<file path="src/rtl/lb_pkg.sv">
// shared constants and types for the liang-barsky line clipper
package lb_pkg;

  // coordinate width, fraction bits of the clip parameter
  localparam int CW    = 16;
  localparam int PFB   = 16;
  // magnitude width of p, q and of a segment delta
  localparam int AW    = CW + 1;
  // divider remainder width
  localparam int RW    = CW + 2;
  // clip parameter width, holds 1.0 and the above-one marker
  localparam int TW    = PFB + 1;
  // divider stages, one quotient bit each
  localparam int NSTEP = PFB + 1;
  // product width of t times a delta magnitude
  localparam int PW    = TW + AW;
  // configuration index width
  localparam int IW    = 2;

  localparam logic [TW-1:0] T_ONE = TW'(1) << PFB;
  localparam logic [TW-1:0] T_BIG = T_ONE + TW'(1);

  // register indexes
  localparam logic [IW-1:0] REG_LEFT   = 2'd0;
  localparam logic [IW-1:0] REG_BOTTOM = 2'd1;
  localparam logic [IW-1:0] REG_RIGHT  = 2'd2;
  localparam logic [IW-1:0] REG_TOP    = 2'd3;

  // window reset values
  localparam logic signed [CW-1:0] RST_LEFT   = CW'(3200);
  localparam logic signed [CW-1:0] RST_BOTTOM = CW'(2400);
  localparam logic signed [CW-1:0] RST_RIGHT  = CW'(9600);
  localparam logic signed [CW-1:0] RST_TOP    = CW'(7200);

  // per-edge classification
  typedef struct packed {
    logic pz;    // p is zero
    logic qneg;  // q is negative
    logic pneg;  // p is negative
    logic neg;   // ratio is strictly negative
    logic big;   // |q| > |p|, ratio above one
  } bflag_t;

  // item data carried alongside the dividers
  typedef struct packed {
    logic signed [CW-1:0] x1;
    logic signed [CW-1:0] y1;
    logic signed [CW:0]   dx;
    logic signed [CW:0]   dy;
    bflag_t [3:0]         fl;
  } side_t;

  // merged clip parameters of one segment
  typedef struct packed {
    logic                 vis;
    logic [TW-1:0]        t_in;
    logic [TW-1:0]        t_out;
    logic signed [CW-1:0] x1;
    logic signed [CW-1:0] y1;
    logic signed [CW:0]   dx;
    logic signed [CW:0]   dy;
  } seg_t;

endpackage

</file>
<file path="src/rtl/lb_setup.sv">
// first stage: edge distances, directions and their magnitudes
module lb_setup (
  input  logic                              clk,
  input  logic signed [lb_pkg::CW-1:0]      x1,
  input  logic signed [lb_pkg::CW-1:0]      y1,
  input  logic signed [lb_pkg::CW-1:0]      x2,
  input  logic signed [lb_pkg::CW-1:0]      y2,
  input  logic signed [lb_pkg::CW-1:0]      win_left,
  input  logic signed [lb_pkg::CW-1:0]      win_bottom,
  input  logic signed [lb_pkg::CW-1:0]      win_right,
  input  logic signed [lb_pkg::CW-1:0]      win_top,
  output lb_pkg::side_t                     side,
  output logic [3:0][lb_pkg::AW-1:0]        ap,
  output logic [3:0][lb_pkg::AW-1:0]        aq
);

  logic signed [lb_pkg::CW:0]   dx, dy;
  logic signed [lb_pkg::CW:0]   p [4];
  logic signed [lb_pkg::CW:0]   q [4];
  lb_pkg::side_t                side_nxt;
  logic [3:0][lb_pkg::AW-1:0]   ap_nxt, aq_nxt;
  lb_pkg::side_t                side_r;
  logic [3:0][lb_pkg::AW-1:0]   ap_r, aq_r;

  // p and q for left, right, bottom, top
  always_comb begin
    dx   = {x2[lb_pkg::CW-1], x2} - {x1[lb_pkg::CW-1], x1};
    dy   = {y2[lb_pkg::CW-1], y2} - {y1[lb_pkg::CW-1], y1};
    p[0] = -dx;
    q[0] = {x1[lb_pkg::CW-1], x1} - {win_left[lb_pkg::CW-1], win_left};
    p[1] = dx;
    q[1] = {win_right[lb_pkg::CW-1], win_right} - {x1[lb_pkg::CW-1], x1};
    p[2] = -dy;
    q[2] = {y1[lb_pkg::CW-1], y1} - {win_bottom[lb_pkg::CW-1], win_bottom};
    p[3] = dy;
    q[3] = {win_top[lb_pkg::CW-1], win_top} - {y1[lb_pkg::CW-1], y1};
  end

  // magnitudes and per-edge flags
  always_comb begin
    side_nxt.x1 = x1;
    side_nxt.y1 = y1;
    side_nxt.dx = dx;
    side_nxt.dy = dy;
    for (int i = 0; i < 4; i++) begin
      ap_nxt[i] = p[i][lb_pkg::CW] ? lb_pkg::AW'(-p[i]) : lb_pkg::AW'(p[i]);
      aq_nxt[i] = q[i][lb_pkg::CW] ? lb_pkg::AW'(-q[i]) : lb_pkg::AW'(q[i]);
      side_nxt.fl[i].pz   = (p[i] == '0);
      side_nxt.fl[i].qneg = q[i][lb_pkg::CW];
      side_nxt.fl[i].pneg = p[i][lb_pkg::CW];
      side_nxt.fl[i].neg  = (q[i] != '0) && (q[i][lb_pkg::CW] != p[i][lb_pkg::CW]);
      side_nxt.fl[i].big  = aq_nxt[i] > ap_nxt[i];
    end
  end

  always_ff @(posedge clk) begin
    side_r <= side_nxt;
    ap_r   <= ap_nxt;
    aq_r   <= aq_nxt;
  end

  assign side = side_r;
  assign ap   = ap_r;
  assign aq   = aq_r;

endmodule

</file>
<file path="config.mk">
export PLATFORM = sky130hd
export DESIGN_NAME = lb_setup
export DESIGN_NICKNAME = d
export VERILOG_FILES = /design/src/rtl/lb_pkg.sv /design/src/rtl/lb_setup.sv
export SDC_FILE = /design/constraint.sdc
export NUM_CORES = 1
export LEC_CHECK = 0
export BUFFER_PORTS_ARGS = -buffer_cell sky130_fd_sc_hd__buf_2
export CORE_MARGIN = 4
export CORE_UTILIZATION = 45
export DETAILED_ROUTE_END_ITERATION = 8
export MAX_ROUTING_LAYER = met4
export PLACE_DENSITY = 0.82
export SLEW_MARGIN = 20
export SYNTH_ARGS = -nofsm -noshare
export SYNTH_HDL_FRONTEND = slang
export SYNTH_SLANG_ARGS = --single-unit
</file>
<file path="constraint.sdc">
create_clock -name clk -period 5.85 [get_ports clk]
set_clock_uncertainty 0.15 [all_clocks]
set_input_delay 0.585 -clock clk [delete_from_list [all_inputs] [get_ports clk]]
set_output_delay 0.585 -clock clk [all_outputs]
set_load 0.02 [all_outputs]
</file>
==> results.md <==
- Final Cell Area: ~0.019 sq mm
- Minimum clock period: between 5000 and 6000 ps
- Hold_ws: between 40 and 50 ps
- GR Overflow Total: 0
- Total wire length: ~49,000 um
- Pwr/cell area: 371.5 mW/mm^2
- Worst Hold Class: in -> reg
- Largest cells by area after synthesis: dfxtp_1 (29%), ha_1 (15%), xnor2_1 (8.2%)
- Rel. slew slack: ~56%
- CP Launch Type: input pin
- Worst EP required: approximately 6100 ps
- Most used flip-flop cell after synthesis: dfxtp_1
- Yosys top cell area share: between 20% and 30%
- Synth area leader: dfxtp_1
- Total die area: ~0.036 sq mm
- Synthesized area: roughly 0.015 sq mm
- Critical-path maximum fanout: 4
- # rows: 65
- RSZ-0062 raised after global routing: no
- Vias per inst: roughly 5.5
- Synth unique cells: between 100 and 150
- Setup WS post-layout: ~450 ps
- Crit end category: flop
- Top cells by count, synth: dfxtp_1 (216), ha_1 (172), inv_1 (159)
- DP HPWL: 41,720 um
- DRT Pass-1 Iters: 6
- Max Cap Viol: 0
- Vias in the first global route: between 10,000 and 15,000
- CORE AREA: ~0.032 sq mm
- Cell total after placement: 2,565
- Layout area overhead: 26.40%
- Syn nets: about 2,000
- Crit share post-route: 92.22%
- Post-layout nets: ~2,500
- Sequential fraction of the synthesis area: just under 30%
- CTS tree: yes
- Global-route wire length before repair: approximately 76,000 um
- Hold path cells: 1
- Fmax: 185.4 MHz
- Status: completed
- Setup Crit Path Kind: in -> reg
- Non-filler instance count after layout: around 2,600
- Share of cells above drive strength 1: between 20% and 30%
- Total global-route track usage: between 20% and 30%
- IO buf count: 350
- Clock Path Buffers: 3
- Die Y: about 190 um
- Worst slew pin tran: around 660 ps
- Top Ports: 351
- # resized after CTS: 0
- Initial Util: between 40 and 50%
- Diode count: 0
- Post-synthesis cell count: 1,687
- Die width: between 150 and 200 um
- Number of synthesis warnings: 0
- CTS root buf: clkbuf_16
- Yosys reg bits: approximately 220
- EDFF count, synth: 0
- Num CTS Buffers: 25
- Largest net degree at the start of global routing: 20
- Data arrival time of the worst path: between 5000 and 6000 ps
- Hold Fails Final Rpt: 0
- Placed Area: roughly 0.018 sq mm
- Avg Inst Size Synth: around 8.7 sq um
- Finished Core Util: approximately three fifths
- Clk sinks: ~220
- WL per Instance: ~19 um
- Final slew viol count: 0
- Most common cell in the netlist: dfxtp_1
- Placer Congestion: about 0.97
- Dpl ws: -98.37 ps
- DRC: 0
- Final setup fails: 0
- FILL cells: 2,892
- Clock slew at reported path FFs: approximately 60 ps
- Vias after detailed routing: 14,310
- Iter 0 DRT Violations: approximately 970
- Postcts setup bufs: 0
- Asr flop ratio synth: 0%
- Detail Route Antenna Nets: 0
- Lkg Pwr: 9.065 nW
- VDD IR max: ~0.28 mV
- # H-tree levels: 1
- Cts hold-fix bufs: 0
- Initial antenna violation count: 0
[cells by family (layout without fill, tap and decap cells)]
logic type	Yosys count	count (layout)	synth area share [%]
mux	15	15	1.081
xor+xnor	213	213	12.95
buf+inv	202	689	5.532
compound gates	396	396	18.90
simple gates	467	467	16.67
flops	216	216	29.42
fa+ha+maj	178	178	15.46
[state kept, by name, indices dropped and copies added, names as in the netlist]
signal and count:
ap 65, aq 68, side 83
[cell usage in the layout (no fill, tap or decap), types with 10 or more instances in the layout]
cell / n
a211oi_1: 20
a21o_1: 39
a21oi_1: 91
a31oi_1: 18
and2_1: 10
and3_1: 14
buf_2: 350
buf_4: 128
clkbuf_16: 25
dfxtp_1: 216
ha_1: 172
inv_1: 159
nand2_1: 74
nand2b_1: 17
nand3_1: 30
nand4_1: 19
nor2_1: 129
nor2b_1: 27
nor3_1: 49
nor4_1: 17
o211ai_1: 10
o21a_1: 32
o21ai_0: 67
o31ai_1: 12
or2_2: 11
or3_1: 17
xnor2_1: 137
xor2_1: 71
[worst max-delay path, stage by stage]
cell	delay (ps)
buf_2	90
inv_1	70
ha_1	320
or2_2	300
and3_1	220
a221oi_2	360
a21oi_1	150
or4_4	570
nor4_4	310
nor3b_2	240
ha_1	310
or3_1	380
nand3_1	100
xor2_1	190
inv_1	70
ha_1	290
a21o_1	170
a21oi_1	160
nor2b_1	70
o31a_1	230
o21ai_0	140
a21oi_1	100
a21oi_1	150
nand3b_1	80
[worst paths after layout]
| check | endpoint | slack, ps | start |
|---|---|---|---|
| setup / recovery | side[0] | 450 | x1[8] |
| hold / removal | side[80] | 40 | x1[10] |
[final cells by class]
cell class | count | area, sq um | share of cell area, %
repair buffers | 478 | 2713 | 14.60
clock buffers | 30 | 664.4 | 3.576
inverters | 167 | 626.9 | 3.374
flip-flops and latches | 216 | 4324 | 23.27
multi-input cells | 1269 | 9584 | 51.58
clock inverters | 14 | 125.1 | 0.6734
well taps | 435 | 544.3 | 2.929
[where the power goes]
group          switching (W)  internal (W)
combinational        0.00209       0.00131
clock               0.000656      0.000858
sequential          0.000126       0.00186
total                0.00288       0.00403
[layer usage]
| metal | vias up | part of all wire [%] | global-route usage (%) |
|---|---|---|---|
| li1 | 6925 | - | - |
| met1 | 6666 | 39 | 30.69 |
| met2 | 600 | 50 | 49.03 |
| met3 | 123 | 6.2 | 3.279 |
| met4 | 0 | 4.7 | 10.71 |
| met5 | - | 0 | - |
[per-stage QoR]
stage / TNS (ps) / total power, W
2_1_floorplan: 0 / 0.004186
3_3_place_gp: 0 / 0.005300
3_5_place_dp: -98.37 / 0.005385
4_1_cts: 0 / 0.006930
5_1_grt: 0 / 0.007329
6_report: 0 / 0.006903
Note: power is estimated with default switching activity, not from simulation.
