**config.mk**
```make
export PLATFORM = sky130hd
export DESIGN_NAME = lb_interp
export DESIGN_NICKNAME = d
export VERILOG_FILES = /design/src/rtl/lb_pkg.sv /design/src/rtl/lb_interp.sv
export SDC_FILE = /design/constraint.sdc
export NUM_CORES = 2
export LEC_CHECK = 0
export BUFFER_PORTS_ARGS = -buffer_cell sky130_fd_sc_hd__buf_4
export CAP_MARGIN = 25
export CORE_MARGIN = 8
export CORE_UTILIZATION = 55
export DETAILED_ROUTE_END_ITERATION = 10
export MAX_ROUTING_LAYER = met4
export PLACE_DENSITY = 0.72
export SETUP_SLACK_MARGIN = 0.5
export SLEW_MARGIN = 0
export SYNTH_ARGS = -nofsm -noshare
export SYNTH_HDL_FRONTEND = slang
export SYNTH_SLANG_ARGS = --single-unit
```
**constraint.sdc**
```tcl
create_clock -name clk -period 12.9 [get_ports clk]
set_clock_uncertainty 0.15 [all_clocks]
set_input_delay 3.225 -clock clk [delete_from_list [all_inputs] [get_ports clk]]
set_output_delay 3.225 -clock clk [all_outputs]
set_load 0.01 [all_outputs]
```
**src/rtl/lb_pkg.sv**
```systemverilog
// shared constants and types for the liang-barsky line clipper
package lb_pkg;

  // coordinate width, fraction bits of the clip parameter
  localparam int CW    = 16;
  localparam int PFB   = 16;
  // magnitude width of p, q and of a segment delta
  localparam int AW    = CW + 1;
  // divider remainder width
  localparam int RW    = CW + 2;
  // clip parameter width, holds 1.0 and the above-one marker
  localparam int TW    = PFB + 1;
  // divider stages, one quotient bit each
  localparam int NSTEP = PFB + 1;
  // product width of t times a delta magnitude
  localparam int PW    = TW + AW;
  // configuration index width
  localparam int IW    = 2;

  localparam logic [TW-1:0] T_ONE = TW'(1) << PFB;
  localparam logic [TW-1:0] T_BIG = T_ONE + TW'(1);

  // register indexes
  localparam logic [IW-1:0] REG_LEFT   = 2'd0;
  localparam logic [IW-1:0] REG_BOTTOM = 2'd1;
  localparam logic [IW-1:0] REG_RIGHT  = 2'd2;
  localparam logic [IW-1:0] REG_TOP    = 2'd3;

  // window reset values
  localparam logic signed [CW-1:0] RST_LEFT   = CW'(3200);
  localparam logic signed [CW-1:0] RST_BOTTOM = CW'(2400);
  localparam logic signed [CW-1:0] RST_RIGHT  = CW'(9600);
  localparam logic signed [CW-1:0] RST_TOP    = CW'(7200);

  // per-edge classification
  typedef struct packed {
    logic pz;    // p is zero
    logic qneg;  // q is negative
    logic pneg;  // p is negative
    logic neg;   // ratio is strictly negative
    logic big;   // |q| > |p|, ratio above one
  } bflag_t;

  // item data carried alongside the dividers
  typedef struct packed {
    logic signed [CW-1:0] x1;
    logic signed [CW-1:0] y1;
    logic signed [CW:0]   dx;
    logic signed [CW:0]   dy;
    bflag_t [3:0]         fl;
  } side_t;

  // merged clip parameters of one segment
  typedef struct packed {
    logic                 vis;
    logic [TW-1:0]        t_in;
    logic [TW-1:0]        t_out;
    logic signed [CW-1:0] x1;
    logic signed [CW-1:0] y1;
    logic signed [CW:0]   dx;
    logic signed [CW:0]   dy;
  } seg_t;

endpackage

```
**src/rtl/lb_interp.sv**
```systemverilog
// endpoint interpolation: product stage, then round and add stage
module lb_interp (
  input  logic                           clk,
  input  lb_pkg::seg_t                   seg,
  output logic                           vis,
  output logic signed [lb_pkg::CW-1:0]   sx,
  output logic signed [lb_pkg::CW-1:0]   sy,
  output logic signed [lb_pkg::CW-1:0]   ex,
  output logic signed [lb_pkg::CW-1:0]   ey
);

  logic [lb_pkg::AW-1:0]        adx, ady;
  logic [3:0][lb_pkg::PW-1:0]   prod_nxt, prod_r;
  logic                         dxn_r, dyn_r, vis_a_r;
  logic signed [lb_pkg::CW-1:0] x1_r, y1_r;
  logic [lb_pkg::RW-1:0]        off [4];
  logic [lb_pkg::RW-1:0]        base [4];
  logic [lb_pkg::RW-1:0]        res [4];
  logic [lb_pkg::PW-1:0]        half;
  logic                         dneg [4];
  logic [3:0][lb_pkg::CW-1:0]   pt_nxt, pt_r;
  logic                         vis_r;

  // delta magnitudes and the four products
  always_comb begin
    adx = seg.dx[lb_pkg::CW] ? lb_pkg::AW'(-seg.dx) : lb_pkg::AW'(seg.dx);
    ady = seg.dy[lb_pkg::CW] ? lb_pkg::AW'(-seg.dy) : lb_pkg::AW'(seg.dy);
    prod_nxt[0] = lb_pkg::PW'(seg.t_in)  * lb_pkg::PW'(adx);
    prod_nxt[1] = lb_pkg::PW'(seg.t_in)  * lb_pkg::PW'(ady);
    prod_nxt[2] = lb_pkg::PW'(seg.t_out) * lb_pkg::PW'(adx);
    prod_nxt[3] = lb_pkg::PW'(seg.t_out) * lb_pkg::PW'(ady);
  end

  always_ff @(posedge clk) begin
    prod_r  <= prod_nxt;
    dxn_r   <= seg.dx[lb_pkg::CW];
    dyn_r   <= seg.dy[lb_pkg::CW];
    x1_r    <= seg.x1;
    y1_r    <= seg.y1;
    vis_a_r <= seg.vis;
  end

  // round to nearest, apply the delta sign, zero a rejected segment
  always_comb begin
    half    = lb_pkg::PW'(1) << (lb_pkg::PFB - 1);
    base[0] = lb_pkg::RW'(x1_r);
    base[1] = lb_pkg::RW'(y1_r);
    base[2] = lb_pkg::RW'(x1_r);
    base[3] = lb_pkg::RW'(y1_r);
    dneg[0] = dxn_r;
    dneg[1] = dyn_r;
    dneg[2] = dxn_r;
    dneg[3] = dyn_r;
    for (int i = 0; i < 4; i++) begin
      off[i]    = lb_pkg::RW'((prod_r[i] + half) >> lb_pkg::PFB);
      res[i]    = dneg[i] ? base[i] - off[i] : base[i] + off[i];
      pt_nxt[i] = vis_a_r ? res[i][lb_pkg::CW-1:0] : '0;
    end
  end

  always_ff @(posedge clk) begin
    pt_r  <= pt_nxt;
    vis_r <= vis_a_r;
  end

  assign vis = vis_r;
  assign sx  = pt_r[0];
  assign sy  = pt_r[1];
  assign ex  = pt_r[2];
  assign ey  = pt_r[3];

endmodule
```
==> results.json <==
{
  "hold_path_class": "reg2reg",
  "min_period_over_period": 0.842,
  "crit_fanout": 34,
  "routedWlPerCell_um": 17.8,
  "cap_viol_max_count": 0,
  "synth-edff-count": 0,
  "fin_crit_ns": 10.86,
  "io_pins": 167,
  "syn_area_um2": 45300,
  "hold_start": "y1_r[0]",
  "rsz0062_at_grt": "no",
  "cp.required_ns": 13.13,
  "cp.arrival_ns": 11.09,
  "setup_viol_count_final": 0,
  "synth_flop_cell": "dfxtp_1",
  "syn_to_final_growth_pct": 6.14,
  "ys_top_cells_by_count": "inv_1, fa_1, nand2_1",
  "syn_nets": 6752,
  "dieArea_um2": 91900,
  "insertion_delay_ns": 0.46,
  "core_um2": 81800,
  "dr.pass1.iters": 5,
  "dp_cells": 6342,
  "grt_pass1_vias": 36538,
  "syn_avg_cell_area_um2": 8.53,
  "drive_above_1_share": 0.0554,
  "cts_buffer_depth": 2,
  "final_nets": 6734,
  "n_fill_cell": 7212,
  "h-tree-depth": 4,
  "yosysWarnings": 0,
  "cts_resized": 0,
  "ant_nets": 0,
  "yosysMostFrequentCell": "inv_1",
  "yosys.area.top_type": "fa_1",
  "cts_tree": "built",
  "grt-ovfl-total": 0,
  "slew_headroom": 0.297,
  "postSynth.asyncResetShare": 0,
  "postCtsHoldBufs": 0,
  "status": "completed",
  "synth.area.top_cells": "fa_1, ha_1, inv_1",
  "multi_input_area_um2": 36700,
  "ys_seq_elements": 168,
  "setup.worst_path.class": "in2reg",
  "grt_start_max_net_pins": 41,
  "die_y_um": 303,
  "endpoint_kind": "register",
  "slew_viol_final": 0,
  "dpl_cell_area_um2": 47500,
  "port_buffers": 166,
  "core.rowCount": 105,
  "regArea_um2": 3360,
  "tns_ns": 0,
  "clock-root-buffer": "clkbuf_16",
  "tightest_slew_ns": 1.05,
  "antenna_found_initial": 2,
  "seq_area_frac_synth": 0.0742,
  "finish.instance_area_um2": 48100,
  "ys_types": 77,
  "cts_setup_buffers": 0,
  "syn_inst": 5312,
  "grt_usage": 0.261,
  "synth_top_area_frac": 0.392,
  "regToRegStartpoint": "prod_r[85]",
  "initialDrtViolationCount": 2213,
  "final-instance-count-excl-fill": 6378,
  "clock_sinks": 168,
  "cts_made_buffers": 17,
  "startpoint": "seg[23]",
  "cp-start-kind": "input port",
  "drc": 0,
  "drt_wl_total_um": 114000,
  "vias": 34415,
  "max_freq_ghz": 0.0921,
  "hold_viol": 0,
  "initial_utilization": 0.554,
  "dpl.hpwl_um": 85800,
  "clk_pin_slew_ns": 0.07,
  "die_w_um": 303,
  "gp_congestion": 0.902,
  "grt_pass1_wl_um": 187000,
  "via_per_inst": 5.40
}
[kinds of logic after synthesis]
kind of cell | synth area share
flops | 0.0742
simple gates | 0.176
buf+inv | 0.121
xor+xnor | 0.0522
mux | 0.00348
compound gates | 0.0569
fa+ha+maj | 0.516
[layout make-up]
cell class                 count  area share
sequential                   168      0.0699
multi-input combinational   3685       0.763
tap                         1070      0.0278
inverter                    1217      0.0949
clock inverter                15     0.00325
antenna                        1   0.0000520
timing repair buffer         205      0.0323
clock buffer                  17     0.00884
[critical path, stage by stage]
cell,delay [ns]
buf_4,0.13
or4_4,0.56
nor4_2,0.22
nand2b_1,0.13
or3_4,0.37
o31ai_1,0.33
xnor2_2,0.15
buf_4,0.36
nand2_1,0.14
fa_1,0.51
fa_1,0.49
inv_1,0.05
fa_1,0.50
fa_1,0.43
fa_1,0.49
inv_1,0.05
fa_1,0.48
inv_1,0.04
ha_1,0.31
and3_1,0.21
nor2b_1,0.15
o31a_1,0.24
a211o_1,0.39
a221oi_4,0.31
a2111oi_1,0.17
or3_4,0.41
a21oi_2,0.15
xnor2_1,0.13
[per-stage QoR]
step	worst slack, ns	hold slack (ns)	utilization
global route	1.72	0.508	0.588
global placement	1.69	0.454	0.580
finish	2.04	0.473	0.588
detailed placement	1.59	0.465	0.580
CTS	2.09	0.481	0.587
floorplan	2.24	0.276	-
[per-layer routing]
metal | vias to the layer above | wire [µm] | share of wire | global-route usage
li1 | 15831 | - | - | -
met1 | 17016 | 49600 | 0.44 | 0.354
met2 | 1378 | 50400 | 0.44 | 0.404
met3 | 190 | 10500 | 0.092 | 0.0456
met4 | 0 | 3180 | 0.028 | 0.0755
met5 | - | 0 | 0 | -
[flip-flops by register name, summed over array words and instances (netlist names), 16 cells and up]
| name | flops |
|---|---|
| sy | 16 |
| x1_r | 16 |
| ey | 16 |
| y1_r | 16 |
| ex | 16 |
| sx | 16 |
| prod_r | 68 |
[final timing paths]
path,end,cells after the start,slack [ns]
worst min-delay path,ey[0],3,0.47
worst max-delay path,prod_r[30],28,2.04
worst min register to register,ey[0],3,0.47
worst max register to register,ex[15],14,8.16
[cells in the final DEF, fill, tap and decap left out, types with 5 or more instances in the layout]
master / n
o31ai_1: 21
dfxtp_1: 168
inv_1: 1216
nor2b_1: 12
a21boi_0: 6
xnor2_2: 27
mux2_2: 6
nand3_1: 56
o21a_1: 25
and2_1: 419
and3_1: 29
nor3b_1: 5
and4_1: 8
nand4_1: 23
ha_1: 450
a21oi_1: 109
buf_4: 202
o21ai_0: 64
nor4_1: 5
xor2_1: 82
a211oi_1: 12
or3_1: 26
nor3_1: 62
a31oi_1: 24
a2111oi_0: 10
clkbuf_16: 17
fa_1: 888
a21o_1: 56
nand2_1: 823
o41ai_1: 5
inv_8: 5
nor2_1: 151
mux2i_1: 9
xnor2_1: 160
nand2b_1: 22
o21bai_1: 12
Power is left out: the tool's default activity adds up to more than one toggle a clock period on the data nets, which glitch-free logic cannot reach.
