File: config.mk
export PLATFORM = sky130hd
export DESIGN_NAME = lb_div
export DESIGN_NICKNAME = d
export VERILOG_FILES = /design/src/rtl/lb_pkg.sv /design/src/rtl/lb_div.sv
export SDC_FILE = /design/constraint.sdc
export NUM_CORES = 1
export LEC_CHECK = 0
export ABC_CLOCK_PERIOD_IN_PS = 3600
export BUFFER_PORTS_ARGS = -buffer_cell sky130_fd_sc_hd__clkbuf_2
export CAP_MARGIN = 5
export CELL_PAD_IN_SITES_DETAIL_PLACEMENT = 1
export CELL_PAD_IN_SITES_GLOBAL_PLACEMENT = 1
export CORE_MARGIN = 3
export CORE_UTILIZATION = 40
export DETAILED_ROUTE_END_ITERATION = 6
export PLACE_DENSITY = 0.64
export SYNTH_ARGS = -nofsm -noshare
export SYNTH_HDL_FRONTEND = slang
export SYNTH_SLANG_ARGS = --single-unit
File: constraint.sdc
create_clock -name clk -period 3.6 [get_ports clk]
set_input_delay 0 -clock clk [delete_from_list [all_inputs] [get_ports clk]]
set_output_delay 0 -clock clk [all_outputs]
set_load 0.02 [all_outputs]
File: src/rtl/lb_pkg.sv
// shared constants and types for the liang-barsky line clipper
package lb_pkg;

  // coordinate width, fraction bits of the clip parameter
  localparam int CW    = 16;
  localparam int PFB   = 16;
  // magnitude width of p, q and of a segment delta
  localparam int AW    = CW + 1;
  // divider remainder width
  localparam int RW    = CW + 2;
  // clip parameter width, holds 1.0 and the above-one marker
  localparam int TW    = PFB + 1;
  // divider stages, one quotient bit each
  localparam int NSTEP = PFB + 1;
  // product width of t times a delta magnitude
  localparam int PW    = TW + AW;
  // configuration index width
  localparam int IW    = 2;

  localparam logic [TW-1:0] T_ONE = TW'(1) << PFB;
  localparam logic [TW-1:0] T_BIG = T_ONE + TW'(1);

  // register indexes
  localparam logic [IW-1:0] REG_LEFT   = 2'd0;
  localparam logic [IW-1:0] REG_BOTTOM = 2'd1;
  localparam logic [IW-1:0] REG_RIGHT  = 2'd2;
  localparam logic [IW-1:0] REG_TOP    = 2'd3;

  // window reset values
  localparam logic signed [CW-1:0] RST_LEFT   = CW'(3200);
  localparam logic signed [CW-1:0] RST_BOTTOM = CW'(2400);
  localparam logic signed [CW-1:0] RST_RIGHT  = CW'(9600);
  localparam logic signed [CW-1:0] RST_TOP    = CW'(7200);

  // per-edge classification
  typedef struct packed {
    logic pz;    // p is zero
    logic qneg;  // q is negative
    logic pneg;  // p is negative
    logic neg;   // ratio is strictly negative
    logic big;   // |q| > |p|, ratio above one
  } bflag_t;

  // item data carried alongside the dividers
  typedef struct packed {
    logic signed [CW-1:0] x1;
    logic signed [CW-1:0] y1;
    logic signed [CW:0]   dx;
    logic signed [CW:0]   dy;
    bflag_t [3:0]         fl;
  } side_t;

  // merged clip parameters of one segment
  typedef struct packed {
    logic                 vis;
    logic [TW-1:0]        t_in;
    logic [TW-1:0]        t_out;
    logic signed [CW-1:0] x1;
    logic signed [CW-1:0] y1;
    logic signed [CW:0]   dx;
    logic signed [CW:0]   dy;
  } seg_t;

endpackage

File: src/rtl/lb_div.sv
// pipelined restoring divider, |q| * 2^PFB / |p|, one quotient bit per stage
module lb_div (
  input  logic                     clk,
  input  logic [lb_pkg::AW-1:0]    aq,
  input  logic [lb_pkg::AW-1:0]    ap,
  output logic [lb_pkg::TW-1:0]    quo
);

  logic [lb_pkg::RW-1:0] rem_r [lb_pkg::NSTEP];
  logic [lb_pkg::AW-1:0] den_r [lb_pkg::NSTEP];
  logic [lb_pkg::TW-1:0] quo_r [lb_pkg::NSTEP];

  for (genvar s = 0; s < lb_pkg::NSTEP; s++) begin : g_stage
    logic [lb_pkg::RW-1:0] rin;
    logic [lb_pkg::AW-1:0] din;
    logic [lb_pkg::TW-1:0] qin;
    logic                  ge;
    logic [lb_pkg::RW-1:0] rem_nxt;
    logic [lb_pkg::TW-1:0] quo_nxt;

    // the first stage gives the integer bit, later ones shift first
    if (s == 0) begin : g_first
      assign rin = lb_pkg::RW'(aq);
      assign din = ap;
      assign qin = '0;
    end else begin : g_next
      assign rin = {rem_r[s-1][lb_pkg::RW-2:0], 1'b0};
      assign din = den_r[s-1];
      assign qin = quo_r[s-1];
    end

    // trial subtract
    always_comb begin
      ge      = rin >= lb_pkg::RW'(din);
      rem_nxt = ge ? rin - lb_pkg::RW'(din) : rin;
      quo_nxt = {qin[lb_pkg::TW-2:0], ge};
    end

    always_ff @(posedge clk) begin
      rem_r[s] <= rem_nxt;
      den_r[s] <= din;
      quo_r[s] <= quo_nxt;
    end
  end

  assign quo = quo_r[lb_pkg::NSTEP-1];

endmodule

==> reports/results.tsv, run 1 <==
stage	metric	value	unit
drt	vias	22935	
worst_setup_path	cpPeakStageDelay	570	ps
yosys	synthArstFlopShare	0	%
yosys	synth_area	0.0312	sq mm
yosys	synth_top_flop_cell	dfxtp_1	
worst_setup_path	end_kind	flop	
drt	dr.pass1.iters	4	
worst_setup_path	cp.required	4100	ps
worst_setup_path	path_cells	inv_1, fa_1, nand2b_1, a21oi_1, o211ai_1, and2_4, a211oi_2, o211ai_2, a31oi_4, mux2_2	
floorplanning	ioPinCount	52	
placement	pre_cts_ws	528	ps
global_route	overflow	0	
timing	post-route-min-period	3090	ps
floorplanning	rows	101	
clock_tree	cts_tree	yes	
yosys	synthDistinctLibCells	84	
drt	drt_iter0_drc	945	
global_route	antenna_found_initial	0	
floorplanning	die-height	285	um
run_status	run_status	finished, final reports clean	
placement	port_buffers	51	
timing	worst_slack	513	ps
timing	fmax	324	MHz
cells_and_area	design_area	0.0358	sq mm
yosys	netlist_instances	3274	
yosys	synthesis.nets	3613	
timing	fin_crit_sh	85.8	%
global_route	grt_pass1_wl	130000	um
clock_tree	clock_path_buffers	3	
global_route	grt_max_degree	35	
cells_and_area	syn2layout_area_growth	14.9	%
timing	report.final.hold_viol_count	0	
drt	vias_per_cell	5.11	
worst_setup_path	worstSetupPathType	flop to flop	
floorplanning	core_area	0.0766	sq mm
yosys	ys_warn_count	0	
cells_and_area	antennaDiodeCount	0	
yosys	ys_seq_elements	697	
yosys	synthTopCellsByCount	dfxtp_1 (697), inv_1 (355), ha_1 (288), a21oi_1 (249), nand2_1 (248)	
clock_tree	cts-buffers-inserted	79	
clock_tree	cts_setup_buffers	0	
cells_and_area	fin_nets	3735	
flow_run	maxCapViolations	0	
clock_tree	clk_latency	630	ps
power_and_ir_drop	p_per_area	1050	mW/mm^2
global_route	grt_util_all_layers	19.7	%
yosys	yosysSeqAreaShare	44.8	%
yosys	yosysTopAreaCell	dfxtp_1	
drt	wl	80000	um
timing	skew	19.9	ps
placement	dp_hpwl	62300	um
placement	place.gp.congestion	0.872	
floorplanning	initial_core_util	40.7	%
worst_hold_path	hold_class	input port to flop	
floorplanning	die_w	285	um
yosys	syn-mean-instance-area	9.52	sq um
floorplanning	dieArea	0.0813	sq mm
yosys	synth_edf_count	0	
clock_tree	clk_pin_slew	60	ps
timing	tightestPinTransition	760	ps
drt	drc_errors	0	
worst_setup_path	crit_fanout	17	
cells_and_area	drive_gt1_share	9.91	%
power_and_ir_drop	p_leak	16.4	nW
clock_tree	cts-root-buf	clkbuf_16	
clock_tree	htree_num_levels	3	
global_route	grt_pass1_vias	25001	
yosys	synth.most_common_cell	dfxtp_1	
timing	grt_setup_unrepaired	false	
placement	placed_cell_area	0.0326	sq mm
timing	relSlewSlack	49.0	%
worst_setup_path	worst_path_max_delay_cell	a31oi_4	
timing	setup_viol	0	
timing	setup_tns	0	ps
drt	wire_per_inst	17.8	um
yosys	synth_top_cell_area_share	44.8	%
power_and_ir_drop	vdd_drop_max	474	uV
timing	slew_viol_final	0	
drt	drt.antenna.violating_nets	0	
yosys	synth_area_leaders	dfxtp_1 (45%), ha_1 (12%), inv_1 (4.3%)	
clock_tree	cts.sinks	697	
worst_setup_path	cp-start-kind	flop	
worst_setup_path	crit_arrival	3590	ps
layout make-up:
type | instances | area, sq um
clock buffer | 99 | 2170
sequential | 697 | 14000
fill | 8645 | 40800
inverter | 355 | 1330
timing repair buffer | 102 | 748
tap | 1030 | 1290
clock inverter | 48 | 688
multi-input combinational | 2161 | 15600
layout by cell type, fill, tap and decap left out, drive strengths merged, types with 9 or more instances in the layout:
cell and instances:
o21a 38, clkinv 20, nor4 12, nor2b 38, xnor2 111, nand2b 57, nand4 26, and3 10
xor2 90, a31oi 35, dlygate4sd3 34, a21oi 252, nand3 40, clkinvlp 9, clkbuf 150, dfxtp 697
nand2 248, inv 360, o31ai 18, and2 11, nor2 190, nor3 40, o21ai 236, a211oi 19
or2 9, a21o 98, mux2 108, bufinv 14, o21bai 11, buf 17, ha 288, or3 11
fa 16, o211ai 29
per-layer routing:
layer  GRT usage [%]  wire, um
met1            21.5     32700
met2            38.4     43000
met3            2.74      1780
met4            6.59      2540
met5               0         0
what timing repair did:
| item | CTS | global route |
|---|---|---|
| hold buffers | 34 | 0 |
| hold endpoints to repair | 34 | 0 |
| gates resized for setup | 0 | 0 |
per-stage QoR:
step | utilization [%] | total power, mW | hold slack (ps) | std cells
after floorplan | - | 24.3 | 27.7 | 3274
after global placement | 42.6 | 28.4 | 137 | 4311
after detailed placement | 42.6 | 28.9 | 140 | 4311
after global routing | 46.8 | 40.5 | 22.5 | 4492
final | 46.8 | 37.4 | 54.7 | 4492
after CTS | 46.8 | 37.9 | 17.0 | 4492
kinds of logic after synthesis:
logic type                 after synthesis  share of synthesized area [%]
AOI/OAI and AO/OA                      821                           16.6
and+or+nand+nor                        719                           10.8
DFF                                    697                           44.8
buffers and inverters                  416                           5.29
adders and majority gates              304                           12.6
xor gates and xnor gates               201                           5.65
muxes                                  116                           4.25
worst paths after layout:
path | from | end | slack, ps | depth (start not counted)
worst min-delay path | ap[2] | den_r[0][2] | 50 | 2
worst max-delay path | rem_r[0][0] | rem_r[0][20] | 510 | 10
worst max register to register | rem_r[0][0] | rem_r[0][20] | 510 | 10
worst min register to register | quo_r[3][2] | quo_r[4][3] | 320 | 0
worst max-delay path, delay by kind of cell, from the launching register on:
kind / cells / cell delay, ps
muxes: 1 / 410
AOI/OAI and AO/OA: 5 / 1300
adders and majority gates: 1 / 460
buffers and inverters: 1 / 90
DFF: 1 / 340
and+or+nand+nor: 2 / 380
flip-flops by register name, summed over array words and instances, names as in the netlist:
signal and cells:
den_r 272, quo_r 153, rem_r 272
power breakdown:
group          internal, mW  switching [mW]
Combinational          7.38            9.46
Sequential             10.4            1.56
Clock                  5.34            3.29
Total                  23.1            14.3
No activity file was read; power rests on OpenSTA's default activity.
==> inputs of run 2 (changes only) <==
Settings changed: ABC_AREA from default to 1, CTS_BUF_LIST from default to sky130_fd_sc_hd__clkbuf_8, PLACE_DENSITY 0.64 to 0.69.
==> run 2 against run 1 <==
  * Wire length increased by 35%
  * Sequential share of layout area fell by 4.9 points
  * Highest routed layer unchanged
  * Combinational power increased by 11%
  * Fmax up 19%
  * Flip-flop and latch count stayed put
  * Die area rose by 16%
  * Largest power group unchanged
  * Critical path depth grew 4
  * Count of clock-buffer cells in the layout grew 40
  * Cell count increased by 51%
  * Largest cell class unchanged
==> reports/results.tsv, run 2 <==
stage	metric	value	unit
worst_hold_path	hold_class	input port to flop	
worst_setup_path	reg2reg_setup_slack	1260	ps
timing	worst_slack	1010	ps
global_route	grt_pass1_wl	173000	um
cells_and_area	utilization	46.0	%
clock_tree	htree_num_levels	3	
timing	grt_setup_unrepaired	false	
clock_tree	clk_latency	770	ps
global_route	grt_util_all_layers	23.0	%
clock_tree	clk_pin_slew	70	ps
placement	place.gp.congestion	0.856	
drt	drc_errors	0	
clock_tree	cts_setup_buffers	0	
power_and_ir_drop	p_comb_share	48.4	%
power_and_ir_drop	p_per_area	946	mW/mm^2
cells_and_area	fin_nets	5843	
yosys	ys_warn_count	0	
worst_hold_path	hold_path_depth	4	
worst_setup_path	timing.critical_path.mode_cell	nand2_1	
worst_setup_path	cp-start-kind	input port	
run_status	run_status	finished, final reports clean	
cells_and_area	syn2layout_area_growth	13.3	%
power_and_ir_drop	p_sw	17.5	mW
worst_setup_path	worst_path_max_delay_cell	dlygate4sd3_1	
timing	fmax	386	MHz
worst_setup_path	reg2reg_to	rem_r[0][137]	
worst_setup_path	path_cells	dlygate4sd3_1, clkbuf_2, inv_1, ha_1, nand2_1, nor3_1, nand2_1, nor2_1, nor2_1, nand2_2, inv_1, nand2_1, nand2_1, dlygate4sd3_1	
clock_tree	clock_path_buffers	3	
floorplanning	rows	109	
yosys	yosysTopAreaCell	dfxtp_1	
placement	pre_cts_ws	1230	ps
flow_run	maxCapViolations	0	
floorplanning	ioPinCount	52	
timing	post-route-min-period	2590	ps
floorplanning	initial_core_util	40.6	%
placement	port_buffers	51	
worst_setup_path	crit_arrival	3240	ps
worst_setup_path	worstSetupPathType	input port to flop	
clock_tree	cts.sinks	697	
worst_setup_path	rr_worst_depth	13	
floorplanning	die-height	307	um
yosys	synth_area	0.0362	sq mm
power_and_ir_drop	p_leak	23.6	nW
floorplanning	die_w	307	um
timing	setup_viol	0	
timing	relSlewSlack	62.5	%
drt	drt.antenna.violating_nets	0	
yosys	synth_edf_count	0	
cells_and_area	layout.cells.most_common	nand2_1	
floorplanning	core_area	0.0891	sq mm
worst_hold_path	min_to	rem_r[0][0]	
clock_tree	cts-buffers-inserted	118	
yosys	ys_seq_elements	697	
cells_and_area	fill_cells	11648	
worst_setup_path	end_kind	flop	
clock_tree	cts-root-buf	clkbuf_8	
placement	dp_hpwl	86300	um
cells_and_area	layout_common_cells	nand2_1 (2,110), inv_1 (1,076), dfxtp_1 (697)	
cells_and_area	drive_gt1_share	5.84	%
global_route	antenna_found_initial	4	
cells_and_area	reg_top3	den_r (272), rem_r (272), quo_r (153)	
worst_setup_path	cpPeakStageDelay	560	ps
worst_setup_path	timing.rr.start	den_r[0][115]	
timing	slew_viol_final	0	
timing	report.final.hold_viol_count	0	
power_and_ir_drop	power.internal	21.3	mW
power_and_ir_drop	seqPwrFrac	31.2	%
worst_hold_path	hold_start	aq[0]	
yosys	synthesis.nets	5633	
timing	setup_tns	0	ps
power_and_ir_drop	clockPowerShare	20.5	%
global_route	grt_pass1_vias	32888	
timing	fin_crit_sh	72.0	%
drt	drt_iter0_drc	1128	
yosys	synthTopCellsByCount	nand2_1 (2,110), inv_1 (1,043), dfxtp_1 (697), nand3_1 (291), ha_1 (288)	
cells_and_area	seq_area	0.0140	sq mm
yosys	synthArstFlopShare	0	%
yosys	yosysSeqAreaShare	38.6	%
drt	wire_per_inst	15.9	um
yosys	synth.most_common_cell	nand2_1	
floorplanning	dieArea	0.0940	sq mm
drt	vias_per_cell	4.64	
drt	wl	108000	um
global_route	grt_max_degree	21	
timing	tightestPinTransition	561	ps
global_route	overflow	0	
cells_and_area	multi_input_area	0.0179	sq mm
yosys	syn-mean-instance-area	6.83	sq um
yosys	synthDistinctLibCells	32	
drt	dr.pass1.iters	5	
power_and_ir_drop	netSwitchingFraction	45.1	%
timing	skew	39.6	ps
clock_tree	cts_tree	yes	
yosys	synth_top_cell_area_share	38.6	%
worst_setup_path	cp.required	4240	ps
worst_setup_path	crit_fanout	20	
drt	vias	31384	
yosys	synth_top_flop_cell	dfxtp_1	
power_and_ir_drop	vdd_drop_max	475	uV
yosys	netlist_instances	5294	
yosys	synth_area_leaders	dfxtp_1 (39%), nand2_1 (22%), inv_1 (11%)	
[run 2: cell types whose count changed after synthesis, moves of 96 or more]
cell     before   now
a21o_1       98     2
o21ai_0     213    18
a21oi_1     249   150
nand2_1     248  2110
nand3_1      40   291
inv_1       355  1043
[run 2: worst max-delay path by stage]
stage / endpoint / start
CTS: rem_r[0][15] / aq[0]
global placement: rem_r[0][46] / den_r[0][24]
floorplan: rem_r[0][106] / den_r[0][69]
detailed placement: rem_r[0][38] / den_r[0][24]
global route: rem_r[0][15] / aq[0]
finish: rem_r[0][15] / ap[2]
[run 2: layout make-up]
class	count	share of cell area (%)
antenna	3	0.0183
sequential	697	34.1
multi-input combinational	3505	43.7
clock buffer	139	4.67
clock inverter	79	1.84
tap	1165	3.56
timing repair buffer	125	2.43
inverter	1057	9.71
[run 2: cells by family after synthesis]
logic type | after synthesis | synth area share [%]
buf+inv | 1092 | 11.9
simple gates | 2931 | 33.8
flops | 697 | 38.6
fa+ha+maj | 304 | 10.9
xor+xnor | 98 | 2.37
compound gates | 172 | 2.41
[run 2: what timing repair did]
action,in CTS,in global routing
resized for setup,0,0
hold buffers,74,0
endpoints found under the hold margin,35,0
[run 2: per-stage QoR]
stage | hold slack (ps) | cell area [sq um] | cells | total power, mW
after floorplan | 27.7 | 36200 | 5294 | 25.6
after global placement | 121 | 37500 | 6475 | 30.6
after detailed placement | 132 | 37500 | 6475 | 31.0
after CTS | 4.63 | 40900 | 6767 | 39.2
after global routing | 70.7 | 41000 | 6770 | 42.6
final | 100 | 41000 | 6770 | 38.7
[run 2: power groups by stage]
stage / clock network [mW] / logic [mW] / registers [mW]
after floorplan: 0 / 14.3 / 11.3
after global placement: 0 / 18.3 / 12.3
final: 7.93 / 18.7 / 12.1
after CTS: 8.17 / 18.9 / 12.2
after detailed placement: 0 / 18.7 / 12.3
after global routing: 8.56 / 21.8 / 12.3
[run 2: worst max-delay path, delay by kind of cell]
family	cells	cell delay (ps)
fa+ha+maj	1	390
buf+inv	5	1620
simple gates	8	1200
[run 2: metal layers]
metal | share of wire [%] | GRT usage, %
met2 | 50 | 42.6
met4 | 2.5 | 6.49
met1 | 45 | 27.5
met3 | 2.8 | 3.24
met5 | 0 | 0
