<file path="src/rtl/lb_pkg.sv">
// shared constants and types for the liang-barsky line clipper
package lb_pkg;

  // coordinate width, fraction bits of the clip parameter
  localparam int CW    = 16;
  localparam int PFB   = 16;
  // magnitude width of p, q and of a segment delta
  localparam int AW    = CW + 1;
  // divider remainder width
  localparam int RW    = CW + 2;
  // clip parameter width, holds 1.0 and the above-one marker
  localparam int TW    = PFB + 1;
  // divider stages, one quotient bit each
  localparam int NSTEP = PFB + 1;
  // product width of t times a delta magnitude
  localparam int PW    = TW + AW;
  // configuration index width
  localparam int IW    = 2;

  localparam logic [TW-1:0] T_ONE = TW'(1) << PFB;
  localparam logic [TW-1:0] T_BIG = T_ONE + TW'(1);

  // register indexes
  localparam logic [IW-1:0] REG_LEFT   = 2'd0;
  localparam logic [IW-1:0] REG_BOTTOM = 2'd1;
  localparam logic [IW-1:0] REG_RIGHT  = 2'd2;
  localparam logic [IW-1:0] REG_TOP    = 2'd3;

  // window reset values
  localparam logic signed [CW-1:0] RST_LEFT   = CW'(3200);
  localparam logic signed [CW-1:0] RST_BOTTOM = CW'(2400);
  localparam logic signed [CW-1:0] RST_RIGHT  = CW'(9600);
  localparam logic signed [CW-1:0] RST_TOP    = CW'(7200);

  // per-edge classification
  typedef struct packed {
    logic pz;    // p is zero
    logic qneg;  // q is negative
    logic pneg;  // p is negative
    logic neg;   // ratio is strictly negative
    logic big;   // |q| > |p|, ratio above one
  } bflag_t;

  // item data carried alongside the dividers
  typedef struct packed {
    logic signed [CW-1:0] x1;
    logic signed [CW-1:0] y1;
    logic signed [CW:0]   dx;
    logic signed [CW:0]   dy;
    bflag_t [3:0]         fl;
  } side_t;

  // merged clip parameters of one segment
  typedef struct packed {
    logic                 vis;
    logic [TW-1:0]        t_in;
    logic [TW-1:0]        t_out;
    logic signed [CW-1:0] x1;
    logic signed [CW-1:0] y1;
    logic signed [CW:0]   dx;
    logic signed [CW:0]   dy;
  } seg_t;

endpackage

</file>
<file path="src/rtl/lb_merge.sv">
// entry and exit parameters from the ratio of each window edge, reject test
module lb_merge (
  input  logic                           clk,
  input  lb_pkg::side_t                  side,
  input  logic [3:0][lb_pkg::TW-1:0]     quo,
  output lb_pkg::seg_t                   seg
);

  lb_pkg::seg_t          seg_nxt;
  lb_pkg::seg_t          seg_r;
  logic [lb_pkg::TW-1:0] t;
  logic [lb_pkg::TW-1:0] t_in;
  logic [lb_pkg::TW-1:0] t_out;
  logic                  rej;

  // walk the edges, raising entry and lowering exit
  always_comb begin
    t_in  = '0;
    t_out = lb_pkg::T_ONE;
    rej   = 1'b0;
    t     = '0;
    for (int i = 0; i < 4; i++) begin
      t = side.fl[i].big ? lb_pkg::T_BIG : quo[i];
      if (side.fl[i].pz) begin
        if (side.fl[i].qneg) rej = 1'b1;
      end else if (side.fl[i].pneg) begin
        if (!side.fl[i].neg && (t > t_in)) t_in = t;
      end else begin
        if (side.fl[i].neg) rej = 1'b1;
        else if (t < t_out) t_out = t;
      end
    end
    if (t_in > t_out) rej = 1'b1;
    seg_nxt.vis   = !rej;
    seg_nxt.t_in  = t_in;
    seg_nxt.t_out = t_out;
    seg_nxt.x1    = side.x1;
    seg_nxt.y1    = side.y1;
    seg_nxt.dx    = side.dx;
    seg_nxt.dy    = side.dy;
  end

  always_ff @(posedge clk) begin
    seg_r <= seg_nxt;
  end

  assign seg = seg_r;

endmodule

</file>
<file path="config.mk">
export PLATFORM = sky130hd
export DESIGN_NAME = lb_merge
export DESIGN_NICKNAME = d
export VERILOG_FILES = /design/src/rtl/lb_pkg.sv /design/src/rtl/lb_merge.sv
export SDC_FILE = /design/constraint.sdc
export NUM_CORES = 1
export LEC_CHECK = 0
export CELL_PAD_IN_SITES_DETAIL_PLACEMENT = 1
export CELL_PAD_IN_SITES_GLOBAL_PLACEMENT = 1
export CORE_MARGIN = 2
export CORE_UTILIZATION = 40
export CTS_CLUSTER_DIAMETER = 80
export CTS_CLUSTER_SIZE = 16
export DETAILED_ROUTE_END_ITERATION = 8
export DONT_BUFFER_PORTS = 1
export PLACE_DENSITY_LB_ADDON = 0.1
export SLEW_MARGIN = 15
export SYNTH_ARGS = -nofsm -noshare
export SYNTH_HDL_FRONTEND = slang
export SYNTH_SLANG_ARGS = --single-unit
</file>
<file path="constraint.sdc">
create_clock -name clk -period 13.4 [get_ports clk]
set_input_delay 2.01 -clock clk [delete_from_list [all_inputs] [get_ports clk]]
set_output_delay 2.01 -clock clk [all_outputs]
set_load 0.005 [all_outputs]
</file>
==> results.tsv, run 1 <==
stage	metric	value	unit
yosys	Post-Syn Area per Cell	9.26	um^2
pwr	Lkg Pwr	0.00341	uW
global_route	number of global-route vias before repair	6406	
global_route	Most Crowded Layer GR	met2	
finish	non-filler instance count after layout	1020	
yosys	leading cell type by number of instances after synthesis	ha_1	
global_route	GR Layer Usage met1	0.305	
hold_path	worst min-delay path startpoint	side[48]	
route	WL final	24.1	mm
yosys	Yosys Warn Count	0	
global_route	first-pass GRT wire length	36.8	mm
sta	setup violators final	0	
clocking	CTS Hold Bufs	0	
critical_path	CP max-delay cell	a211oi_2	
placed_design	routability congestion estimate	0.869	
global_route	M3 GR Usage	0.0399	
clocking	CTS HTree Levels	3	
run_status	outcome	finished clean	
clocking	clock root cell	clkbuf_16	
floorplanning	IO Count	256	
finish	max FFs per register	101	
yosys	EDFF count, synth	0	
sta	fin. max-slew vios	0	
pwr	PD cells	96.0	mW/mm^2
global_route	total grt overflow	0	
finish	Area Growth Syn to Fin	6.42	%
pwr	Max IR drop VDD	0.106	mV
critical_path	Worst EP required	13.62	ns
critical_path	slowest cell delay on critical path	0.79	ns
critical_path	crit path kind	in2reg	
floorplanning	initial cell density of the core	0.409	
floorplanning	Die Y	140	um
floorplanning	Die Wd	140	um
sta	crit share post-route	0.913	
route	DRC viols	0	
critical_path	crit-path leading delay family	simple AND/OR/NAND/NOR gates	
sta	Max-slew headroom	0.337	
sta	final hold violations	0	
route	vias post-DR	6005	
floorplanning	core area	0.0180	mm^2
placed_design	IO Port Bufs	0	
yosys	list of most frequent post-synthesis cells	ha_1 (115), dfxtp_1 (101), inv_1 (70)	
finish	share of layout cells above drive strength 1	0.114	
yosys	post-synthesis cell type count	69	
clocking	clk sinks	101	
run	Max-Cap Viols	0	
finish	Final #Nets	1057	
route	routed len/inst	23.7	um
sta	setup TNS	0	ns
yosys	cells after synthesis	796	
route	DRT Pass-1 Iters	4	
clocking	CTS tree	done	
finish	antenna cells	0	
pwr	Design Power	753	uW
yosys	ys flop type	dfxtp_1	
global_route	largest net degree at the start of global routing	38	
critical_path	CP bufs+invs	3	
placed_design	placed cells	1005	
clocking	CTS max path bufs	2	
finish	Core Util, Final	0.435	
yosys	Synth top area share	0.274	
yosys	register area share after synthesis	0.274	
route	vias per cell	5.89	
floorplanning	Placement Rows	49	
yosys	Post-Syn Nets	1066	
global_route	All-Layer GR Usage	0.241	
route	Initial DRC Count	216	
floorplanning	die area	0.0195	mm^2
yosys	Post-synth ARST share	0	
placed_design	dpl hpwl	21.1	mm
clocking	TritonCTS Buffers	9	
yosys	largest area contributor in the netlist	dfxtp_1	
hold_path	Hold WC Path Type	in2reg	
sta	RSZ-0062 raised after global routing	false	
global_route	M2 GR Usage	0.430	
sta	slew of the pin with the lowest slew margin	0.992	ns
clocking	Resized cells post-CTS	0	
yosys	largest cells by area after synthesis	dfxtp_1 (27%), ha_1 (20%), mux2i_1 (6.7%), mux2_2 (4.4%), nand2b_1 (3.8%)	
yosys	Cell Area, Synth	0.00737	mm^2
clocking	Post CTS Setup Buffer Count	0	
critical_path	first element of the critical path	side[1]	
critical_path	Most common cell on crit path	ha_1	
critical_path	CP Capture Type	flop	
route	Detail Route Antenna Nets	0	
clocking	clk slew on worst S/H paths	0.07	ns
critical_path	worst endpoint data arrival time	12.45	ns
global_route	initial antenna violation count	1	
sta	fmax	81.8	MHz
critical_path	crit path max fanout	37	
yosys	Seq cells post-synth	101	
critical_path	critical path launch point type	input pin	
sta	min Tclk post-route	12.23	ns
routing by layer:
metal / vias to the layer above / share of wire
met2: 208 / 0.49
li1: 2899 / -
met5: - / 0.00066
met1: 2875 / 0.45
met3: 21 / 0.054
met4: 2 / 0.012
cells by family after synthesis:
| group | after synthesis | synth area share |
|---|---|---|
| and+or+nand+nor | 241 | 0.179 |
| DFF | 101 | 0.274 |
| buffers and inverters | 94 | 0.0547 |
| muxes | 91 | 0.137 |
| AOI/OAI and AO/OA | 154 | 0.159 |
| adders and majority gates | 115 | 0.195 |
stage by stage:
| stage | area, um^2 | hold WS, ns | worst slack, ns |
|---|---|---|---|
| floorplan | 7370 | 2.04 | 2.87 |
| global placement | 7560 | 2.04 | 0.656 |
| detailed placement | 7560 | 2.04 | 0.434 |
| CTS | 7840 | 1.68 | 0.729 |
| global route | 7840 | 1.68 | 0.213 |
| finish | 7840 | 1.69 | 1.17 |
final timing paths:
path / to / slack, ns / cells past startpoint
min: seg[28] / 1.69 / 0
max: seg[100] / 1.17 / 34
layout by cell type (no fill, tap or decap), drive strengths merged, types with 4 or more instances in the layout:
cell / n
ha: 115
dfxtp: 101
inv: 72
mux2i: 49
nand2: 49
a21oi: 47
nor2: 46
nand2b: 45
mux2: 42
o21ai: 27
nor4: 25
nand4: 21
a21o: 18
a221oi: 18
nand3: 13
nor3: 13
o21a: 12
clkbuf: 9
nor2b: 8
nor3b: 5
o211ai: 5
and4: 4
clkinv: 4
buf: 4
report_power, final:
group / leakage (uW) / internal, uW / switching, uW
sequential: 0.000845 / 321 / 10.9
combinational: 0.00243 / 74.4 / 106
clock: 0.000139 / 129 / 111
cell type report:
cell class | instances | area, um^2
fill | 2061 | 10200
inverter | 70 | 263
timing repair buffer | 4 | 30.0
tap | 229 | 287
sequential | 101 | 2020
clock buffer | 9 | 225
multi-input combinational | 601 | 4960
clock inverter | 6 | 57.6
Note: power is estimated with default switching activity, not from simulation.
==> inputs of run 2 (changes only) <==
- CORE_UTILIZATION: 40 -> 48
==> results.tsv, run 2 (synthesis gave the netlist of run 1 again) <==
stage	metric	value	unit	change
run	Max-Cap Viols	0		unchanged
finish	Area Growth Syn to Fin	5.91	%	
finish	Final Instance Area	0.00780	mm^2	-0.48%
floorplanning	Die Wd	128	um	-8.5%
hold_path	worst min-delay path startpoint	side[64]		
clocking	clk slew on worst S/H paths	0.07	ns	about the same
sta	min Tclk post-route	12.44	ns	+0.206 ns
floorplanning	Die Y	128	um	-8.5%
placed_design	post-place setup slack	0.514	ns	+0.0798 ns
sta	Max-slew headroom	0.327		-0.0101
pwr	PD cells	98.3	mW/mm^2	+2.4%
hold_path	Hold WC Path Type	in2reg		
sta	final hold violations	0		unchanged
finish	Reg area	0.00202	mm^2	unchanged
placed_design	routability congestion estimate	0.920		+5.9%
critical_path	CP Capture Type	flop		
clocking	CTS tree	done		
global_route	total grt overflow	0		unchanged
finish	Final #Nets	1057		unchanged
floorplanning	Placement Rows	45		-8.2%
critical_path	crit path max fanout	32		-14%
pwr	Int Pwr	531	uW	+1.2%
route	vias post-DR	6256		+4.2%
route	vias per cell	6.38		+8.3%
critical_path	slowest cell delay on critical path	0.80	ns	about the same
sta	RSZ-0062 raised after global routing	false		
floorplanning	initial cell density of the core	0.488		+0.0795
route	WL final	24.3	mm	+0.88%
global_route	All-Layer GR Usage	0.293		+0.0525
sta	final worst setup slack	0.963	ns	-0.206 ns
route	routed len/inst	24.8	um	+4.9%
finish	max FFs per register	101		unchanged
route	DRC viols	0		unchanged
floorplanning	core area	0.0151	mm^2	-16%
floorplanning	die area	0.0164	mm^2	-16%
pwr	Switching Fraction	0.308		+0.00436
hold_path	hold-critical path depth	0		unchanged
critical_path	Worst EP required	13.63	ns	about the same
clocking	Post CTS Setup Buffer Count	0		unchanged
finish	area of the multi-input gates	0.00496	mm^2	unchanged
finish	commonest non-fill, non-tap cell in the layout	ha_1		
critical_path	Most common cell on crit path	ha_1		
critical_path	worst endpoint data arrival time	12.66	ns	+0.21 ns
clocking	CTS HTree Levels	3		unchanged
pwr	Gate power share	0.240		about the same
critical_path	first element of the critical path	side[1]		
pwr	Lkg Pwr	0.00341	uW	about the same
run_status	outcome	finished clean		
clocking	TritonCTS Buffers	9		unchanged
pwr	clock share of power	0.327		+0.008
pwr	Seq pwr share	0.434		-0.007
floorplanning	IO Count	256		unchanged
sta	fmax	80.4	MHz	-1.7%
global_route	initial antenna violation count	1		unchanged
placed_design	area post-placement	0.00751	mm^2	-0.68%
sta	crit share post-route	0.928		+0.0154
critical_path	crit path kind	in2reg		
critical_path	CP max-delay cell	a211oi_2		
route	DRT Pass-1 Iters	4		unchanged
finish	most frequent cells in the layout	ha_1 (115), dfxtp_1 (101), inv_1 (70)		
clocking	CTS Hold Bufs	0		unchanged
global_route	number of global-route vias before repair	6763		+5.6%
sta	setup violators final	0		unchanged
placed_design	IO Port Bufs	0		unchanged
finish	fillers	1774		-14%
route	Initial DRC Count	314		+45%
route	Detail Route Antenna Nets	0		unchanged
clocking	CTS max path bufs	2		unchanged
finish	share of layout cells above drive strength 1	0.115		+0.00112
global_route	first-pass GRT wire length	37.2	mm	+0.92%
clocking	clk sinks	101		unchanged
global_route	largest net degree at the start of global routing	33		-13%
critical_path	critical path launch point type	input pin		
clocking	Resized cells post-CTS	0		unchanged
sta	slew of the pin with the lowest slew margin	1.01	ns	+0.0151 ns
pwr	Net Sw Power	236	uW	+3.3%
clocking	clock root cell	clkbuf_16		
pwr	Max IR drop VDD	0.0596	mV	-44%
sta	setup TNS	0	ns	unchanged
sta	fin. max-slew vios	0		unchanged
placed_design	dpl hpwl	20.9	mm	-0.95%
hold_path	Hold Path End	seg[44]		
-- run 2: cell count changes in the layout (fill, tap and decap cells not counted) --
cell	previous run	this run
diode_2	0	1
inv_6	0	1
clkbuf_8	0	1
clkinv_4	4	1
clkinvlp_4	0	2
-- run 2: through the flow --
step | util | hold WS [ns] | power (uW) | instances
2_1_floorplan | - | 2.04 | 469 | 796
3_3_place_gp | 0.497 | 2.04 | 510 | 964
3_5_place_dp | 0.497 | 2.04 | 520 | 964
4_1_cts | 0.517 | 1.68 | 771 | 980
5_1_grt | 0.517 | 1.68 | 807 | 981
6_report | 0.517 | 1.69 | 767 | 981
-- run 2: layout make-up --
| class | count | area share |
|---|---|---|
| flip-flops and latches | 101 | 0.259 |
| diodes | 1 | 0.000321 |
| repair buffers | 4 | 0.00385 |
| clock buffers | 10 | 0.0306 |
| inverters | 70 | 0.0337 |
| clock inverters | 6 | 0.00705 |
| well taps | 188 | 0.0301 |
| multi-input cells | 601 | 0.635 |
-- run 2: worst max-delay path by stage --
stage / slack (ns) / to / cells after the start
global route: 0.29 / seg[100] / 37
global placement: 0.95 / seg[100] / 36
floorplan: 2.87 / seg[100] / 41
finish: 0.96 / seg[100] / 36
detailed placement: 0.51 / seg[100] / 36
CTS: 0.80 / seg[100] / 34
-- run 2: routing by layer --
| metal | part of all wire | vias to the layer above | GRT usage |
|---|---|---|---|
| li1 | - | 2909 | - |
| met5 | 0 | - | 0 |
| met4 | 0.035 | 0 | 0.131 |
| met1 | 0.42 | 3019 | 0.347 |
| met3 | 0.062 | 54 | 0.0580 |
| met2 | 0.49 | 274 | 0.514 |
-- run 2: power by group through the flow --
stage | logic (uW) | clock network [uW] | registers (uW)
after floorplan | 133 | 0 | 336
after global placement | 170 | 0 | 340
after detailed placement | 180 | 0 | 340
after CTS | 182 | 256 | 333
after global routing | 204 | 268 | 335
final | 184 | 250 | 333
-- run 2: critical path, delay by kind of cell --
family	cells	cell delay, ns
simple gates	15	4.58
buf+inv	3	0.57
mux	2	0.70
fa+ha+maj	4	1.44
compound gates	12	3.34
==> inputs of run 3 (changes only) <==
- BUFFER_PORTS_ARGS: not set -> -buffer_cell sky130_fd_sc_hd__buf_2
- CORE_UTILIZATION: 48 -> 38
- DONT_BUFFER_PORTS: 1 -> not set
- SKIP_CTS_REPAIR_TIMING: not set -> 1
==> results.tsv, run 3 (synthesis gave the netlist of run 1 again) <==
stage	metric	value	unit	change
finish	commonest non-fill, non-tap cell in the layout	buf_2		
sta	final hold violations	0		unchanged
floorplanning	core area	0.0189	mm^2	+25%
sta	min Tclk post-route	11.84	ns	-0.597 ns
floorplanning	Die Wd	143	um	+12%
global_route	number of global-route vias before repair	6965		+3.0%
placed_design	dpl hpwl	22.4	mm	+7.1%
finish	Final #Nets	1315		+24%
placed_design	IO Port Bufs	255		+255
finish	Core Util, Final	0.488		-0.0290
critical_path	Critical Path Sink	seg[100]		
sta	fmax	84.5	MHz	+5.0%
sta	slew of the pin with the lowest slew margin	1.05	ns	+0.0416 ns
route	DRC viols	0		unchanged
global_route	All-Layer GR Usage	0.243		-0.0505
finish	Area Growth Syn to Fin	25.2	%	
pwr	Lkg Pwr	0.00449	uW	+31%
route	metal2 WL	12.3	mm	+3.8%
global_route	first-pass GRT wire length	38.4	mm	+3.4%
critical_path	critical path launch point type	input pin		
run_status	outcome	finished clean		
clocking	clk sinks	101		unchanged
critical_path	crit path max fanout	32		unchanged
route	Initial DRC Count	213		-32%
floorplanning	initial cell density of the core	0.390		-0.0983
critical_path	worst endpoint data arrival time	12.07	ns	-0.59 ns
route	DRT Pass-1 Iters	4		unchanged
critical_path	CP bufs+invs	4		+1
route	vias per cell	5.30		-17%
critical_path	Crit path depth	38		+5.6%
route	vias post-DR	6953		+11%
critical_path	slowest cell delay on critical path	0.88	ns	+0.08 ns
clocking	CTS tree	done		
sta	setup violators final	0		unchanged
placed_design	routability congestion estimate	0.879		-4.5%
route	met1 WL	11.5	mm	+13%
global_route	largest net degree at the start of global routing	33		unchanged
global_route	total grt overflow	0		unchanged
finish	fillers	2350		+32%
route	WL met3	1.36	mm	-10%
critical_path	Worst EP required	13.63	ns	about the same
finish	most frequent cells in the layout	buf_2 (255), ha_1 (115), dfxtp_1 (101)		
finish	max FFs per register	101		unchanged
clocking	CTS HTree Levels	3		unchanged
route	WL final	25.5	mm	+4.9%
finish	share of layout cells above drive strength 1	0.332		+0.217
floorplanning	die area	0.0205	mm^2	+25%
hold_path	Hold WC Path Type	in2reg		
floorplanning	Die Y	143	um	+12%
route	routed len/inst	19.5	um	-22%
clocking	CTS max path bufs	2		unchanged
run	Max-Cap Viols	0		unchanged
floorplanning	Placement Rows	50		+11%
sta	setup TNS	0	ns	unchanged
critical_path	crit path kind	in2reg		
pwr	Max IR drop VDD	0.0568	mV	-4.7%
critical_path	crit-path leading delay family	compound AO/OA/AOI/OAI gates		
hold_path	worst min-delay path startpoint	side[54]		
floorplanning	IO Count	256		unchanged
sta	Max-slew headroom	0.298		-0.0295
route	top layer in use	met4		
clocking	clk slew on worst S/H paths	0.07	ns	about the same
pwr	PD cells	89.2	mW/mm^2	-9.2%
clocking	TritonCTS Buffers	9		unchanged
route	Detail Route Antenna Nets	0		unchanged
clocking	clock root cell	clkbuf_16		
critical_path	first element of the critical path	side[2]		
sta	RSZ-0062 raised after global routing	false		
critical_path	CP max-delay cell	nor4b_4		
global_route	initial antenna violation count	2		+1
sta	fin. max-slew vios	0		unchanged
critical_path	CP Capture Type	flop		
sta	crit share post-route	0.884		-0.0445
run 3: changes by cell type in the layout (fill, tap and decap cells not counted):
cell | previous run | this run
buf_2 | 0 | 255
buf_4 | 4 | 7
bufinv_16 | 0 | 1
clkinv_4 | 1 | 2
clkinv_8 | 0 | 1
clkinvlp_4 | 2 | 1
diode_2 | 1 | 2
inv_6 | 1 | 0
inv_8 | 2 | 1
run 3: power by group:
group / switching, uW / total, uW / internal [uW]
clock: 114 / 267 / 153
combinational: 128 / 230 / 103
sequential: 4.33 / 325 / 321
total: 246 / 823 / 576
run 3: how the worst min path moves through the flow:
stage | to | cells past startpoint
floorplan | seg[0] | 0
global placement | seg[5] | 1
detailed placement | seg[0] | 1
global route | seg[16] | 1
finish | seg[34] | 1
CTS | seg[34] | 1
run 3: layout make-up:
cell class / instances / area, um^2 / share of cell area
Tap cell: 260 / 325 / 0.0353
Multi-Input combinational cell: 601 / 4960 / 0.538
Sequential cell: 101 / 2020 / 0.219
Antenna cell: 2 / 5.00 / 0.000543
Clock buffer: 10 / 239 / 0.0259
Timing Repair Buffer: 262 / 1330 / 0.144
Inverter: 70 / 263 / 0.0285
Clock inverter: 6 / 82.6 / 0.00895
run 3: stage by stage:
step	std cells	hold slack (ns)	setup WS [ns]	area (um^2)	power (uW)
floorplan	796	2.04	2.87	7370	469
global placement	1294	2.11	1.36	8890	558
detailed placement	1294	2.11	0.960	8890	563
CTS	1310	1.76	1.32	9220	829
global route	1312	1.75	0.878	9220	869
finish	1312	1.77	1.56	9220	823
run 3: layer usage:
layer | up-vias | track usage
met5 | - | 0
met4 | 0 | 0.0671
met3 | 23 | 0.0335
met2 | 210 | 0.423
met1 | 3299 | 0.313
li1 | 3421 | -
